File: src/b64d_pkg.sv
// Package for the base64 stream decoder: group item type, fault codes, character classifier.
`default_nettype none
package b64d_pkg;

  // Queue depth in groups
  localparam int unsigned QueueDepthDef = 4;

  // Fault codes
  localparam logic [1:0] FaultOk      = 2'd0;
  localparam logic [1:0] FaultBadChar = 2'd1;
  localparam logic [1:0] FaultLength  = 2'd2;

  // Character codes
  localparam logic [7:0] PadChar   = 8'h3D;  // '='
  localparam logic [7:0] PlusChar  = 8'h2B;  // '+'
  localparam logic [7:0] SlashChar = 8'h2F;  // '/'

  // Classification of one character
  typedef struct packed {
    logic       bad;    // outside alphabet and not pad
    logic       pad;    // pad character
    logic [5:0] value;  // sextet, zero for pad or bad
  } char_class_t;

  // One decoded group handed from front to back
  typedef struct packed {
    logic [23:0] data;    // three bytes, first byte in the top bits
    logic [1:0]  nbytes;  // bytes to emit, 1 to 3
    logic        done;    // last group of the stream
    logic [1:0]  fault;
  } job_t;

  function automatic char_class_t classify(input logic [7:0] c);
    char_class_t r;
    r = '{bad: 1'b0, pad: 1'b0, value: 6'd0};
    if (c >= 8'h41 && c <= 8'h5A) begin
      r.value = 6'(c - 8'h41);
    end else if (c >= 8'h61 && c <= 8'h7A) begin
      r.value = 6'(c - 8'h61 + 8'd26);
    end else if (c >= 8'h30 && c <= 8'h39) begin
      r.value = 6'(c - 8'h30 + 8'd52);
    end else if (c == PlusChar) begin
      r.value = 6'd62;
    end else if (c == SlashChar) begin
      r.value = 6'd63;
    end else if (c == PadChar) begin
      r.pad = 1'b1;
    end else begin
      r.bad = 1'b1;
    end
    return r;
  endfunction

endpackage
`default_nettype wire

File: src/base64_stream_decoder.sv
// Top level of the base64 stream decoder: front, group queue and back.
`default_nettype none
// One character is accepted per cycle whenever the group queue has room.
// Every fourth character, or a character marked as stream end, pushes one
// group item (up to three bytes, or one length-error result) into a queue
// of QueueDepth items; the back part emits one byte per cycle from it
// while the output side is ready, and the first byte of a group passes
// through the queue storage and then the output register on its way out.
// Sustained input rate is one character per cycle as long as the output
// side takes one byte per cycle; input stalls only when the queue is full.
module base64_stream_decoder #(
  parameter int unsigned QueueDepth = b64d_pkg::QueueDepthDef
) (
  input  wire logic       clk_i,
  input  wire logic       rst_ni,
  input  wire logic [7:0] char_in_i,
  input  wire logic       stream_end_i,
  input  wire logic       in_valid_i,
  output logic            in_ready_o,
  output logic [7:0]      byte_out_o,
  output logic            run_last_o,
  output logic            stream_done_o,
  output logic [1:0]      fault_o,
  output logic            out_valid_o,
  input  wire logic       out_ready_i
);
  import b64d_pkg::*;

  logic push, full, pop, empty;
  job_t push_job, head;

  b64d_front u_front (
    .clk_i        (clk_i),
    .rst_ni       (rst_ni),
    .char_in_i    (char_in_i),
    .stream_end_i (stream_end_i),
    .in_valid_i   (in_valid_i),
    .in_ready_o   (in_ready_o),
    .push_o       (push),
    .push_job_o   (push_job),
    .queue_full_i (full)
  );

  b64d_queue #(.Depth(QueueDepth)) u_queue (
    .clk_i      (clk_i),
    .rst_ni     (rst_ni),
    .push_i     (push),
    .push_job_i (push_job),
    .full_o     (full),
    .pop_i      (pop),
    .head_o     (head),
    .empty_o    (empty)
  );

  b64d_back u_back (
    .clk_i         (clk_i),
    .rst_ni        (rst_ni),
    .head_i        (head),
    .empty_i       (empty),
    .pop_o         (pop),
    .byte_out_o    (byte_out_o),
    .run_last_o    (run_last_o),
    .stream_done_o (stream_done_o),
    .fault_o       (fault_o),
    .out_valid_o   (out_valid_o),
    .out_ready_i   (out_ready_i)
  );

endmodule
`default_nettype wire

File: src/b64d_front.sv
// Front part: accepts characters, classifies them and builds group items.
`default_nettype none
module b64d_front (
  input  wire logic           clk_i,
  input  wire logic           rst_ni,
  input  wire logic [7:0]     char_in_i,
  input  wire logic           stream_end_i,
  input  wire logic           in_valid_i,
  output logic                in_ready_o,
  output logic                push_o,
  output b64d_pkg::job_t      push_job_o,
  input  wire logic           queue_full_i
);
  import b64d_pkg::*;

  logic [17:0] accum_q, accum_d;
  logic [1:0]  pos_q, pos_d;
  logic        third_pad_q, third_pad_d;
  logic        bad_q, bad_d;
  char_class_t cls;
  logic        in_fire;
  logic        pad_last, pad_third;

  assign cls        = classify(char_in_i);
  assign in_ready_o = !queue_full_i;
  assign in_fire    = in_valid_i && in_ready_o;
  assign push_o     = in_fire && (pos_q == 2'd3 || stream_end_i);

  // Group item for a full group or an early stream end
  assign pad_last  = stream_end_i && cls.pad;
  assign pad_third = stream_end_i && third_pad_q;
  always_comb begin
    if (pos_q == 2'd3) begin
      push_job_o.data   = {accum_q, cls.value};
      push_job_o.nbytes = 2'd3 - {1'b0, pad_last} - {1'b0, pad_third};
      push_job_o.done   = stream_end_i;
      push_job_o.fault  = (bad_q || cls.bad) ? FaultBadChar : FaultOk;
    end else begin
      push_job_o.data   = 24'd0;
      push_job_o.nbytes = 2'd1;
      push_job_o.done   = 1'b1;
      push_job_o.fault  = FaultLength;
    end
  end

  // Group state update
  always_comb begin
    accum_d     = accum_q;
    pos_d       = pos_q;
    third_pad_d = third_pad_q;
    bad_d       = bad_q;
    if (in_fire) begin
      if (push_o) begin
        accum_d     = 18'd0;
        pos_d       = 2'd0;
        third_pad_d = 1'b0;
        bad_d       = 1'b0;
      end else begin
        accum_d = {accum_q[11:0], cls.value};
        pos_d   = pos_q + 2'd1;
        bad_d   = bad_q || cls.bad;
        if (pos_q == 2'd2) begin
          third_pad_d = cls.pad;
        end
      end
    end
  end

  always_ff @(posedge clk_i or negedge rst_ni) begin
    if (!rst_ni) begin
      accum_q     <= 18'd0;
      pos_q       <= 2'd0;
      third_pad_q <= 1'b0;
      bad_q       <= 1'b0;
    end else begin
      accum_q     <= accum_d;
      pos_q       <= pos_d;
      third_pad_q <= third_pad_d;
      bad_q       <= bad_d;
    end
  end

  // A stream end always leaves an empty group behind
  a_end_clears: assert property (@(posedge clk_i) disable iff (!rst_ni)
    (in_fire && stream_end_i) |=> (pos_q == 2'd0 && !bad_q && !third_pad_q))
    else $error("group state not cleared after stream end");

  // Pad count is only reduced in a final group
  a_nbytes_full: assert property (@(posedge clk_i) disable iff (!rst_ni)
    (push_o && !stream_end_i) |-> (push_job_o.nbytes == 2'd3))
    else $error("short group outside stream end");

endmodule
`default_nettype wire

File: src/b64d_queue.sv
// Short queue of group items between front and back.
`default_nettype none
module b64d_queue #(
  parameter int unsigned Depth = b64d_pkg::QueueDepthDef
) (
  input  wire logic           clk_i,
  input  wire logic           rst_ni,
  input  wire logic           push_i,
  input  wire b64d_pkg::job_t push_job_i,
  output logic                full_o,
  input  wire logic           pop_i,
  output b64d_pkg::job_t      head_o,
  output logic                empty_o
);
  import b64d_pkg::*;

  localparam int unsigned PtrW = (Depth > 1) ? $clog2(Depth) : 1;
  localparam int unsigned CntW = $clog2(Depth + 1);

  job_t            mem_q [Depth];
  logic [PtrW-1:0] wr_ptr_q, rd_ptr_q;
  logic [CntW-1:0] count_q;
  logic            do_push, do_pop;

  assign full_o  = (count_q == CntW'(Depth));
  assign empty_o = (count_q == '0);
  assign do_push = push_i && !full_o;
  assign do_pop  = pop_i && !empty_o;
  assign head_o  = mem_q[rd_ptr_q];

  function automatic logic [PtrW-1:0] wrap_inc(input logic [PtrW-1:0] p);
    return (p == PtrW'(Depth - 1)) ? '0 : p + PtrW'(1);
  endfunction

  // Storage, no reset needed
  always_ff @(posedge clk_i) begin
    if (do_push) begin
      mem_q[wr_ptr_q] <= push_job_i;
    end
  end

  // Pointers and fill count
  always_ff @(posedge clk_i or negedge rst_ni) begin
    if (!rst_ni) begin
      wr_ptr_q <= '0;
      rd_ptr_q <= '0;
      count_q  <= '0;
    end else begin
      if (do_push) wr_ptr_q <= wrap_inc(wr_ptr_q);
      if (do_pop)  rd_ptr_q <= wrap_inc(rd_ptr_q);
      if (do_push && !do_pop)      count_q <= count_q + CntW'(1);
      else if (do_pop && !do_push) count_q <= count_q - CntW'(1);
    end
  end

  a_no_push_full: assert property (@(posedge clk_i) disable iff (!rst_ni)
    !(push_i && full_o))
    else $error("group item pushed into full queue");

  a_no_pop_empty: assert property (@(posedge clk_i) disable iff (!rst_ni)
    !(pop_i && empty_o))
    else $error("pop from empty queue");

endmodule
`default_nettype wire

File: src/b64d_back.sv
// Back part: splits group items into bytes and drives the output register.
`default_nettype none
module b64d_back (
  input  wire logic           clk_i,
  input  wire logic           rst_ni,
  input  wire b64d_pkg::job_t head_i,
  input  wire logic           empty_i,
  output logic                pop_o,
  output logic [7:0]          byte_out_o,
  output logic                run_last_o,
  output logic                stream_done_o,
  output logic [1:0]          fault_o,
  output logic                out_valid_o,
  input  wire logic           out_ready_i
);
  import b64d_pkg::*;

  logic [1:0] idx_q, idx_d;
  logic       out_valid_q;
  logic [7:0] byte_q;
  logic       last_q, done_q;
  logic [1:0] fault_q;
  logic       slot_free, load;
  logic       is_last;
  logic [7:0] sel_byte;

  assign slot_free = !out_valid_q || out_ready_i;
  assign load      = slot_free && !empty_i;
  assign is_last   = (idx_q == head_i.nbytes - 2'd1);
  assign pop_o     = load && is_last;

  // Byte select, first byte from the top
  always_comb begin
    unique case (idx_q)
      2'd0:    sel_byte = head_i.data[23:16];
      2'd1:    sel_byte = head_i.data[15:8];
      default: sel_byte = head_i.data[7:0];
    endcase
  end

  always_comb begin
    idx_d = idx_q;
    if (load) begin
      idx_d = is_last ? 2'd0 : idx_q + 2'd1;
    end
  end

  // Control registers
  always_ff @(posedge clk_i or negedge rst_ni) begin
    if (!rst_ni) begin
      idx_q       <= 2'd0;
      out_valid_q <= 1'b0;
    end else begin
      idx_q <= idx_d;
      if (slot_free) out_valid_q <= !empty_i;
    end
  end

  // Output payload
  always_ff @(posedge clk_i) begin
    if (load) begin
      byte_q  <= sel_byte;
      last_q  <= is_last;
      done_q  <= head_i.done && is_last;
      fault_q <= head_i.fault;
    end
  end

  assign out_valid_o   = out_valid_q;
  assign byte_out_o    = byte_q;
  assign run_last_o    = last_q;
  assign stream_done_o = done_q;
  assign fault_o       = fault_q;

  a_idx_idle: assert property (@(posedge clk_i) disable iff (!rst_ni)
    empty_i |-> (idx_q == 2'd0))
    else $error("byte index left over with no group item");

  a_idx_range: assert property (@(posedge clk_i) disable iff (!rst_ni)
    !empty_i |-> (idx_q < head_i.nbytes))
    else $error("byte index beyond group length");

endmodule
`default_nettype wire

File: config.mk
export PLATFORM = sky130hd
export DESIGN_NAME = base64_stream_decoder
export DESIGN_NICKNAME = d
export VERILOG_FILES = /design/src/b64d_pkg.sv /design/src/base64_stream_decoder.sv /design/src/b64d_front.sv /design/src/b64d_queue.sv /design/src/b64d_back.sv
export SDC_FILE = /design/constraint.sdc
export NUM_CORES = 1
export LEC_CHECK = 0
export BUFFER_PORTS_ARGS = -buffer_cell sky130_fd_sc_hd__buf_2
export CORE_MARGIN = 1
export CORE_UTILIZATION = 35
export DETAILED_ROUTE_END_ITERATION = 12
export SETUP_SLACK_MARGIN = 0.4
export SKIP_LAST_GASP = 1
export SLEW_MARGIN = 20
export SYNTH_ARGS = -nofsm -noshare
export SYNTH_HDL_FRONTEND = slang
export SYNTH_SLANG_ARGS = --single-unit
File: constraint.sdc
create_clock -name clk_i -period 3.7 [get_ports clk_i]
set_input_delay 0.37 -clock clk_i [delete_from_list [all_inputs] [get_ports clk_i]]
set_output_delay 0.37 -clock clk_i [all_outputs]
set_load 0.02 [all_outputs]
==> results of run 1 <==
==> power by group through the flow <==
stage / Combinational (mW) / Clock, mW / Sequential, mW
3_3_place_gp: 1.58 / 0 / 2.44
4_1_cts: 1.62 / 1.81 / 2.42
2_1_floorplan: 1.06 / 0 / 2.52
3_5_place_dp: 1.61 / 0 / 2.46
5_1_grt: 1.73 / 1.88 / 2.45
6_report: 1.58 / 1.77 / 2.42
==> final cells by class <==
class / instances / area (um2) / area share [%]
inverters: 16 / 60.1 / 0.752
clock inverters: 13 / 161 / 2.02
repair buffers: 37 / 213 / 2.66
well taps: 265 / 332 / 4.15
clock buffers: 19 / 443 / 5.55
multi-input cells: 242 / 2130 / 26.7
flip-flops and latches: 160 / 4650 / 58.2
==> worst min-delay path by stage <==
stage	depth (start not counted)	to
2_1_floorplan	0	u_back.idx_q[0]
3_3_place_gp	2	u_front.accum_q[17]
3_5_place_dp	2	u_front.accum_q[14]
4_1_cts	1	u_front.accum_q[13]
5_1_grt	1	u_front.accum_q[14]
6_report	1	u_front.accum_q[13]
==> state kept, by name, summed over array words and instances (netlist names) <==
| name | count |
|---|---|
| u_back.idx_q | 2 |
| u_front.bad_q | 1 |
| u_back.run_last_o | 1 |
| u_queue.count_q | 3 |
| u_queue.rd_ptr_q | 2 |
| u_queue.wr_ptr_q | 2 |
| u_queue.mem_q | 116 |
| u_back.out_valid_o | 1 |
| u_back.byte_out_o | 8 |
| u_front.accum_q | 18 |
| u_front.pos_q | 2 |
| u_back.stream_done_o | 1 |
| u_front.third_pad_q | 1 |
| u_back.fault_o | 2 |
==> per-layer routing <==
layer	vias up	track usage, %	wire (um)
li1	1733	-	-
met1	1917	17.9	6110
met2	58	25.6	7080
met3	26	3.26	356
met4	0	7.30	374
met5	-	0	0
==> cells in the mapped netlist (10+ instances only) <==
library cell and count:
and2_1 27, edfxtp_1 128, clkbuf_1 11, inv_1 13, a221o_1 10, dfrtp_1 32, nand3_1 20, ha_1 20
mux4_2 29, nor2b_1 11, nor2_1 11, nand2_1 37
==> cells by family (layout without fill, tap and decap cells) <==
group / after synthesis / in the layout
AND/OR/NAND/NOR: 133 / 133
buffers and inverters: 35 / 85
multiplexers: 34 / 34
AO/OA/AOI/OAI: 45 / 45
flip-flops: 160 / 160
XOR/XNOR: 9 / 9
adder cells (fa/ha/maj): 21 / 21
==> worst max-delay path: stages (launching register included) <==
cell,delay (ps)
dfrtp_2,420
mux4_2,540
xnor2_2,180
mux2i_2,400
nor2b_2,110
inv_1,100
ha_1,200
inv_1,60
fa_1,390
xor2_1,180
nor2_1,120
xnor2_1,140
==> metrics by stage <==
step / cell area (um2) / power [mW] / instances
3_5_place_dp: 7380 / 4.07 / 720
4_1_cts: 7990 / 5.85 / 752
2_1_floorplan: 6910 / 3.58 / 437
6_report: 7990 / 5.77 / 752
3_3_place_gp: 7380 / 4.02 / 720
5_1_grt: 7990 / 6.05 / 752
==> results.md, run 1 <==
- Hold_ws: 25.8 ps
- Sw Ratio: 29.7%
- Clock power share: 30.7%
- P_sw: 1.71 mW
- Iter 0 DRT Violations: 327
- DRT Wirelength: 13900 um
- Tcrit/Tclk final: 78.8%
- Final Wtd Congestion: 0.823
- Initial core utilization: 35.6%
- Clock skew: 7.11 ps
- Critical path arrival: 3260 ps
- # IOs: 27
- RR Endpoint: u_queue.count_q[2]
- Max_cap viols: 0
- Async SR Flop Fraction: 20.0%
- Main synth FF type: edfxtp_1
- Post-CTS Hold Fix Bufs: 0
- Max Clk Rate: 343 MHz
- P&R area growth vs syn: 15.7%
- DRC: 0
- Worst setup path class: flip-flop to flip-flop
- CP Capture Point: u_queue.count_q[2]
- H-tree Lvls: 4
- Worst EP required: 4040 ps
- Peak VDD IR: 0.302 mV
- Cell Pwr Density: 723 nW/um2
- Vias in the first global route: 4066
- Least-Margin Pin Slew: 875 ps
- Synth Net Count: 471
- Post-Synth Adder-Cell Area: 3.91%
- Core area: 19400 um2
- Final setup violating endpoints: 0
- Pin count of the biggest net entering global routing: 33
- Post-Synth XOR/XNOR Area: 1.25%
- Setup ws final: 784 ps
- Worst R2R Setup Slack: 780 ps
- Antenna violations before repair: 0
- Post-DRT Antenna Nets: 0
- Largest family of logic cells by synthesized area: multiplexers
- Internal: 4.06 mW
- Total Routing Usage GR: 15.0%
- Mux share of post-synthesis cell area: 10.3%
- Clock Path Buffers: 2
- First-pass GRT wire length: 22000 um
- Post-Place Setup Slack: 785 ps
- Worst reg2reg path depth: 11
- Syn Area/Cell: 15.8 um2
- Synth Warn #: 0
- Fin crit period: 2920 ps
- Cell taking the most area after synthesis: edfxtp_1
- Via Count: 3734
- RSZ-0062 raised after global routing: no
- Clk Tree Root Cell: clkbuf_16
- Mapped Cells: 437
- HPWL Detailed: 8770 um
- CP endpoint kind: flip-flop
- Element type at the critical path start: flip-flop
- Number of flops mapped to enable cells by yosys: 128
- Area fraction in compound gates after synthesis: 5.29%
- Antenna Cells: 0
- Crit path from: u_queue.rd_ptr_q[0]
- Most frequent cells in the layout: edfxtp_1, nand2_1, dfrtp_1, mux4_2, and2_1
- Yosys cell types: 51
- Hold Violations, Final: 0
- Mapped Area: 6910 um2
- DR vias/cell: 4.97
- CTS Buf Count: 17
- Post-cts sizing count: 0
- Sum Neg Setup Slack: 0 ps
- Fin util: 41.2%
- Row cnt: 51
- Share of layout cells above drive strength 1: 22.4%
- Worst Hold Class: input port to asynchronous set/reset pin
- Post-synth top area share: 55.7%
- Postcts setup bufs: 0
- GR Overflow Total: 0
- Most common cell after layout, fill and taps aside: edfxtp_1
- Die W: 142 um
- TritonCTS clock tree: done
- PortBufs: 26
- Clock latency on the worst-skew pair: 420 ps
- TritonCTS Sinks: 160
- Logic pwr share: 27.4%
- Register share of total power: 41.9%
- Max Transition Viols Final: 0
- Max Fanout on Critical Path: 5
- Sequential fraction of the synthesis area: 67.3%
- Drt pass-1 iters: 4
- Simple-gate share of the synthesized area: 10.0%
- Max-slew headroom: 41.4%
- Post-DR wirelength/cell: 18.5 um
- Clock slew at reported path FFs: 60 ps
- Synth top area cells: edfxtp_1, dfrtp_1, mux4_2, ha_1, and2_1
- Synth Register Bits: 160
- P_leak: 2.96 nW
- NumNets Final: 508
- Die span in y: 142 um
- Status: finished, final reports clean
- Reg2reg start: u_queue.rd_ptr_q[0]
- Die Area: 20300 um2
- FILL cells: 1759
(Power assumes the default switching activity.)
==> inputs of run 2 (changes only) <==
==> constraint.sdc (replaced) <==
create_clock -name clk_i -period 2.5 [get_ports clk_i]
set_input_delay 0.25 -clock clk_i [delete_from_list [all_inputs] [get_ports clk_i]]
set_output_delay 0.25 -clock clk_i [all_outputs]
set_load 0.02 [all_outputs]
==> run 2 against run 1 <==
The run now ends with negative setup slack left. Utilization up 1.3 points. Via count up 3.7%. Clock power up 50%. Die area unchanged. Global-route usage up 0.48 points. Critical path type unchanged.
==> results.md, run 2 (synthesis gave the netlist of run 1 again) <==
- GR Overflow Total: 0 (unchanged)
- Core area: 19400 um2 (unchanged)
- DRT Wirelength: 14200 um (was 13900 um)
- First-pass GRT wire length: 22900 um (was 22000 um)
- Die Area: 20300 um2 (unchanged)
- Post-DRT Antenna Nets: 0 (unchanged)
- Biggest register: u_queue.mem_q (unchanged)
- NumNets Final: 526 (was 508)
- Clock skew: 6.69 ps (was 7.11 ps)
- DP Area: 7560 um2 (was 7380 um2)
- WP depth: 10 (was 11)
- Final Cell Area: 8240 um2 (was 7990 um2)
- Cell family with most CP delay: multiplexers (unchanged)
- Max Fanout on Critical Path: 2 (was 5)
- Max Transition Viols Final: 0 (unchanged)
- Drt pass-1 iters: 4 (unchanged)
- DR vias/cell: 5.03 (was 4.97)
- Element type at the critical path start: flip-flop (unchanged)
- Worst R2R Setup Slack: -20 ps (was 780 ps)
- CP endpoint kind: flip-flop (unchanged)
- Final setup violating endpoints: 2 (was 0)
- Max-slew headroom: 48.0% (was 41.4%)
- Hold Violations, Final: 0 (unchanged)
- TritonCTS clock tree: done (unchanged)
- Worst reg2reg path depth: 10 (was 11)
- Clock Path Buffers: 2 (unchanged)
- Die W: 142 um (unchanged)
- CP Capture Point: u_queue.count_q[1] (was u_queue.count_q[2])
- Failing checks: negative setup slack
- RR Endpoint: u_queue.count_q[1] (was u_queue.count_q[2])
- Max Clk Rate: 397 MHz (was 343 MHz)
- Antenna Cells: 0 (unchanged)
- Worst EP required: 2800 ps (was 4040 ps)
- Finished Layout Cells: 770 (was 752)
- Initial core utilization: 35.6% (unchanged)
- Pin count of the biggest net entering global routing: 33 (unchanged)
- P_leak: 3.07 nW (was 2.96 nW)
- Via Count: 3872 (was 3734)
- TritonCTS Sinks: 160 (unchanged)
- Most frequent cells in the layout: edfxtp_1, nand2_1, dfrtp_1, mux4_2 (was edfxtp_1, nand2_1, dfrtp_1, mux4_2, and2_1)
- Antenna violations before repair: 0 (unchanged)
- # IOs: 27 (unchanged)
- Total Routing Usage GR: 15.4% (was 15.0%)
- Iter 0 DRT Violations: 305 (was 327)
- Least-Margin Pin Slew: 780 ps (was 875 ps)
- Critical path arrival: 2820 ps (was 3260 ps)
- Crit path largest cell delay: 500 ps (was 540 ps)
- Inst Count DP: 734 (was 720)
- Crit path from: u_queue.rd_ptr_q[0] (unchanged)
- Final Wtd Congestion: 0.762 (was 0.823)
- Cell Pwr Density: 1080 nW/um2 (was 723 nW/um2)
- Fin util: 42.5% (was 41.2%)
- Worst Hold Class: input port to flip-flop (was input port to asynchronous set/reset pin)
- PortBufs: 26 (unchanged)
- Hold_ws: 125 ps (was 25.8 ps)
- DRC: 0 (unchanged)
- Clock latency on the worst-skew pair: 420 ps (about the same)
- Critical path buffer and inverter count: 3 (was 2)
- Worst path cell trace: buf_4 -> mux4_2 -> nor2_1 -> mux2i_4 -> nor2b_2 -> inv_2 -> ha_4 -> inv_2 -> fa_2 -> mux2_2 (was mux4_2 -> xnor2_2 -> mux2i_2 -> nor2b_2 -> inv_1 -> ha_1 -> inv_1 -> fa_1 -> xor2_1 -> nor2_1 -> xnor2_1)
- Clk Tree Root Cell: clkbuf_16 (unchanged)
- Worst setup path class: flip-flop to flip-flop (unchanged)
- Status: complete, but fails checks (was finished, final reports clean)
- Clock slew at reported path FFs: 60 ps (about the same)
- Vias in the first global route: 4122 (was 4066)
- Peak VDD IR: 0.705 mV (was 0.302 mV)
- Max reg flops: 116 (unchanged)
- Fin crit period: 2520 ps (was 2920 ps)
- Post-DR wirelength/cell: 18.4 um (was 18.5 um)
- Post-Place Setup Slack: -92.8 ps (was 785 ps)
- Tcrit/Tclk final: 101% (was 78.8%)
- Row cnt: 51 (unchanged)
- Total power: 8.88 mW (was 5.77 mW)
- Setup ws final: -16.2 ps (was 784 ps)
- Reg2reg start: u_queue.rd_ptr_q[0] (unchanged)
- Share of layout cells above drive strength 1: 26.7% (was 22.4%)
- Max_cap viols: 0 (unchanged)
- RSZ-0062 raised after global routing: yes (was no)
- Sum Neg Setup Slack: -32.3 ps (was 0 ps)
- Slowest stage cell, crit path: mux4_2 (unchanged)
- P&R area growth vs syn: 19.3% (was 15.7%)
- HPWL Detailed: 9000 um (was 8770 um)
- Crit path top cell by count: inv_2 (was inv_1)
- H-tree Lvls: 4 (unchanged)
- CTS Buf Count: 17 (unchanged)
- Die span in y: 142 um (unchanged)
- Most common cell after layout, fill and taps aside: edfxtp_1 (unchanged)
==> run 2: cell types whose count changed in the layout (fill, tap and decap cells not counted), sizes merged <==
cell / before / now
dlygate4sd3: 0 / 1
clkbuf: 19 / 20
clkinv: 4 / 3
buf: 37 / 54
==> run 2: worst min-delay path by stage <==
stage                     start  slack, ps  cells after the start                  to
global route        out_ready_i        130                      3  u_back.out_valid_o
floorplan                rst_ni        -50                      0     u_back.idx_q[0]
global placement         rst_ni        380                      1  u_front.accum_q[2]
finish              out_ready_i        120                      3  u_back.out_valid_o
CTS                 out_ready_i        110                      3  u_back.out_valid_o
detailed placement       rst_ni        370                      1  u_front.accum_q[2]
==> run 2: worst register-to-register path: cells and delay by family, from the launching register on <==
family	cells	cell delay, ps
multiplexers	3	860
adder cells (fa/ha/maj)	2	580
flip-flops	1	370
AND/OR/NAND/NOR	2	360
buffers and inverters	3	230
==> run 2: power by group <==
group | internal, mW | total [mW] | switching, mW
Sequential | 3.39 | 3.58 | 0.187
Clock | 1.63 | 2.65 | 1.02
Combinational | 1.24 | 2.65 | 1.41
Total | 6.26 | 8.88 | 2.61
==> run 2: metal layers <==
layer	share of wire (%)	track usage (%)	vias to the layer above
met5	0	0	-
met4	2.2	6.73	0
met3	2.7	3.13	18
met2	50	25.5	66
met1	45	19.7	2013
li1	-	-	1775
==> run 2: final cells by class <==
class | instances | area, um2
flip-flops and latches | 160 | 4650
fillers | 1780 | 11200
repair buffers | 55 | 425
clock buffers | 20 | 457
inverters | 16 | 60.1
clock inverters | 12 | 156
multi-input cells | 242 | 2160
well taps | 265 | 332
==> run 2: timing repair <==
action                                  4_1_cts  5_1_grt
resized for setup                             2        7
hold buffers                                  1        0
pin swaps                                     2        4
endpoints found under the hold margin        32        0
setup buffers                                 2        1
gates cloned                                  0        0
endpoints found under the setup margin        2       12
==> inputs of run 3 (changes only) <==
--- a/config.mk
+++ b/config.mk
@@ -9,6 +9,7 @@
 export CORE_MARGIN = 1
 export CORE_UTILIZATION = 35
 export DETAILED_ROUTE_END_ITERATION = 12
+export GPL_TIMING_DRIVEN = 1
 export SETUP_SLACK_MARGIN = 0.4
 export SKIP_LAST_GASP = 1
 export SLEW_MARGIN = 20
==> constraint.sdc (replaced) <==
create_clock -name clk_i -period 2.4 [get_ports clk_i]
set_input_delay 0.24 -clock clk_i [delete_from_list [all_inputs] [get_ports clk_i]]
set_output_delay 0.24 -clock clk_i [all_outputs]
set_load 0.02 [all_outputs]
==> run 3 against run 2 <==
Clock-buffer cell count shrank 1. Design area up 0.52%. Critical path type unchanged. Clock skew is 1.3 ps higher. Critical path depth increased by 1. Sequential power up 4%. Highest routed layer unchanged. The run still ends with negative setup slack left. Cell count increased by 0.13%.
==> results.md, run 3 (synthesis gave the netlist of run 1 again) <==
- Max_cap viols: 0 (unchanged)
- Area of the multi-input gates: 2190 um2 (was 2160 um2)
- First-pass GRT wire length: 22400 um (was 22900 um)
- Inst Count DP: 734 (unchanged)
- P_leak: 3.10 nW (was 3.07 nW)
- Worst EP required: 2740 ps (was 2800 ps)
- Reg2reg start: u_queue.rd_ptr_q[0] (unchanged)
- Failing checks: negative setup slack (unchanged)
- Worst Hold Class: input port to flip-flop (unchanged)
- Post-DR wirelength/cell: 18.1 um (was 18.4 um)
- FILL cells: 1751 (was 1780)
- Clk Tree Root Cell: clkbuf_16 (unchanged)
- Status: complete, but fails checks (unchanged)
- Hold_ws: 122 ps (was 125 ps)
- Fin crit period: 2530 ps (was 2520 ps)
- H-tree Lvls: 4 (unchanged)
- Total power: 9.32 mW (was 8.88 mW)
- Top Metal Used: met4 (unchanged)
- TritonCTS Sinks: 160 (unchanged)
- Element type at the critical path start: flip-flop (unchanged)
- Clock slew at reported path FFs: 60 ps (about the same)
- Die Area: 20300 um2 (unchanged)
- Reg area: 4650 um2 (unchanged)
- Worst Hold Launch: out_ready_i (unchanged)
- Peak VDD IR: 0.427 mV (was 0.705 mV)
- Worst setup path class: flip-flop to flip-flop (unchanged)
- Max Transition Viols Final: 0 (unchanged)
- P&R area growth vs syn: 19.9% (was 19.3%)
- Worst path cell trace: mux4_2 -> xnor2_2 -> mux2i_2 -> nor2b_2 -> inv_2 -> ha_4 -> inv_2 -> fa_2 -> xor2_1 -> nor2_1 -> xnor2_1 (was buf_4 -> mux4_2 -> nor2_1 -> mux2i_4 -> nor2b_2 -> inv_2 -> ha_4 -> inv_2 -> fa_2 -> mux2_2)
- Clock Path Buffers: 2 (unchanged)
- Post-Place Setup Slack: -187 ps (was -92.8 ps)
- Hold Violations, Final: 0 (unchanged)
- Clock skew: 7.99 ps (was 6.69 ps)
- Antenna Cells: 0 (unchanged)
- DR vias/cell: 4.97 (was 5.03)
- Setup ws final: -130 ps (was -16.2 ps)
- M1 WL: 5920 um (was 6350 um)
- Iter 0 DRT Violations: 223 (was 305)
- Initial core utilization: 35.6% (unchanged)
- HPWL Detailed: 9160 um (was 9000 um)
- Core area: 19400 um2 (unchanged)
- Max reg flops: 116 (unchanged)
- Via Count: 3829 (was 3872)
- Routed length on met3: 553 um (was 385 um)
- Clock latency on the worst-skew pair: 420 ps (about the same)
- Max Clk Rate: 395 MHz (was 397 MHz)
- Slowest stage cell, crit path: mux4_2 (unchanged)
- Sum Neg Setup Slack: -246 ps (was -32.3 ps)
- Final Wtd Congestion: 0.810 (was 0.762)
- Worst Hold Path Cells: 3 (unchanged)
- Die span in y: 142 um (unchanged)
- DRC: 0 (unchanged)
- Worst R2R Setup Slack: -130 ps (was -20 ps)
- Tcrit/Tclk final: 105% (was 101%)
- PortBufs: 26 (unchanged)
- Crit path largest cell delay: 540 ps (was 500 ps)
- Post-DRT Antenna Nets: 0 (unchanged)
- Least-Margin Pin Slew: 773 ps (was 780 ps)
- # IOs: 27 (unchanged)
- Most common cell after layout, fill and taps aside: edfxtp_1 (unchanged)
- Biggest register: u_queue.mem_q (unchanged)
- NumNets Final: 527 (was 526)
- Critical path arrival: 2870 ps (was 2820 ps)
- Drt pass-1 iters: 4 (unchanged)
- RR Endpoint: u_queue.count_q[2] (was u_queue.count_q[1])
- Share of layout cells above drive strength 1: 26.9% (was 26.7%)
- CP endpoint kind: flip-flop (unchanged)
- Worst reg2reg path depth: 11 (was 10)
- Cell Pwr Density: 1120 nW/um2 (was 1080 nW/um2)
- Die W: 142 um (unchanged)
- DRT Wirelength: 14000 um (was 14200 um)
- GR Overflow Total: 0 (unchanged)
- Max-slew headroom: 48.5% (was 48.0%)
- Total Routing Usage GR: 15.2% (was 15.4%)
- TritonCTS clock tree: done (unchanged)
- Final setup violating endpoints: 2 (unchanged)
- Crit path top cell by count: inv_2 (unchanged)
- Met2 WL: 7160 um (was 7140 um)
- Vias in the first global route: 4117 (was 4122)
- Finished Layout Cells: 771 (was 770)
- Pin count of the biggest net entering global routing: 33 (unchanged)
- Row cnt: 51 (unchanged)
- RSZ-0062 raised after global routing: yes (unchanged)
- Most frequent cells in the layout: edfxtp_1, nand2_1, dfrtp_1, mux4_2, and2_1 (was edfxtp_1, nand2_1, dfrtp_1, mux4_2)
- Antenna violations before repair: 0 (unchanged)
- CTS Buf Count: 17 (unchanged)
- Max Fanout on Critical Path: 4 (was 2)
- Hold endpoint: u_back.out_valid_o (unchanged)
[run 3: cell count changes in the layout (fill, tap and decap cells not counted), sizes merged]
| cell | previous run | this run |
|---|---|---|
| clkinvlp | 4 | 1 |
| inv | 18 | 16 |
| clkinv | 3 | 7 |
| buf | 54 | 55 |
| clkbuf | 20 | 19 |
| bufinv | 3 | 5 |
[run 3: report_power, final]
group | switching, mW | internal (mW) | leakage (nW)
Combinational | 1.43 | 1.29 | 1.19
Sequential | 0.211 | 3.53 | 1.60
Clock | 1.03 | 1.83 | 0.303
Total | 2.66 | 6.65 | 3.10
[run 3: metal layers]
metal | global-route usage [%] | up-vias
met4 | 6.28 | 0
met3 | 4.04 | 25
met1 | 18.2 | 1954
li1 | - | 1773
met5 | 0 | -
met2 | 25.9 | 77
[run 3: timing repair]
action                                  in CTS  in global routing
resized for setup                            7                  9
hold endpoints to repair                    32                  0
setup buffers                                2                  2
hold buffers                                 1                  0
endpoints found under the setup margin      30                 57
pin swaps                                    2                  2
[run 3: worst max path at each step]
stage | start | to | slack [ps] | cells past startpoint
floorplan | u_queue.rd_ptr_q[0] | u_queue.count_q[2] | -190 | 11
global placement | u_queue.rd_ptr_q[0] | u_queue.count_q[2] | -130 | 11
detailed placement | u_queue.rd_ptr_q[0] | u_queue.count_q[2] | -190 | 11
CTS | u_queue.rd_ptr_q[0] | u_queue.count_q[2] | -150 | 11
global route | u_queue.rd_ptr_q[0] | u_queue.count_q[2] | -260 | 11
finish | u_queue.rd_ptr_q[0] | u_queue.count_q[2] | -130 | 11
[run 3: layout make-up]
cell class                 count  share of cell area (%)
sequential                   160                    56.1
inverter                      16                   0.725
clock buffer                  19                    5.23
multi-input combinational    242                    26.4
timing repair buffer          56                    5.21
clock inverter                13                    2.33
tap                          265                    4.00
[run 3: metrics by stage]
stage / cell area [um2] / utilization [%]
final: 8280 / 42.7
after global routing: 8280 / 42.7
after CTS: 8240 / 42.5
after global placement: 7560 / 39.0
after detailed placement: 7560 / 39.0
after floorplan: 6940 / -
[run 3: critical path: cells and delay by family (launching register included)]
family                     cells  cell delay (ps)
muxes                          2              820
DFF                            1              410
and+or+nand+nor                2              200
adders and majority gates      2              440
xor gates and xnor gates       3              470
buffers and inverters          2              100
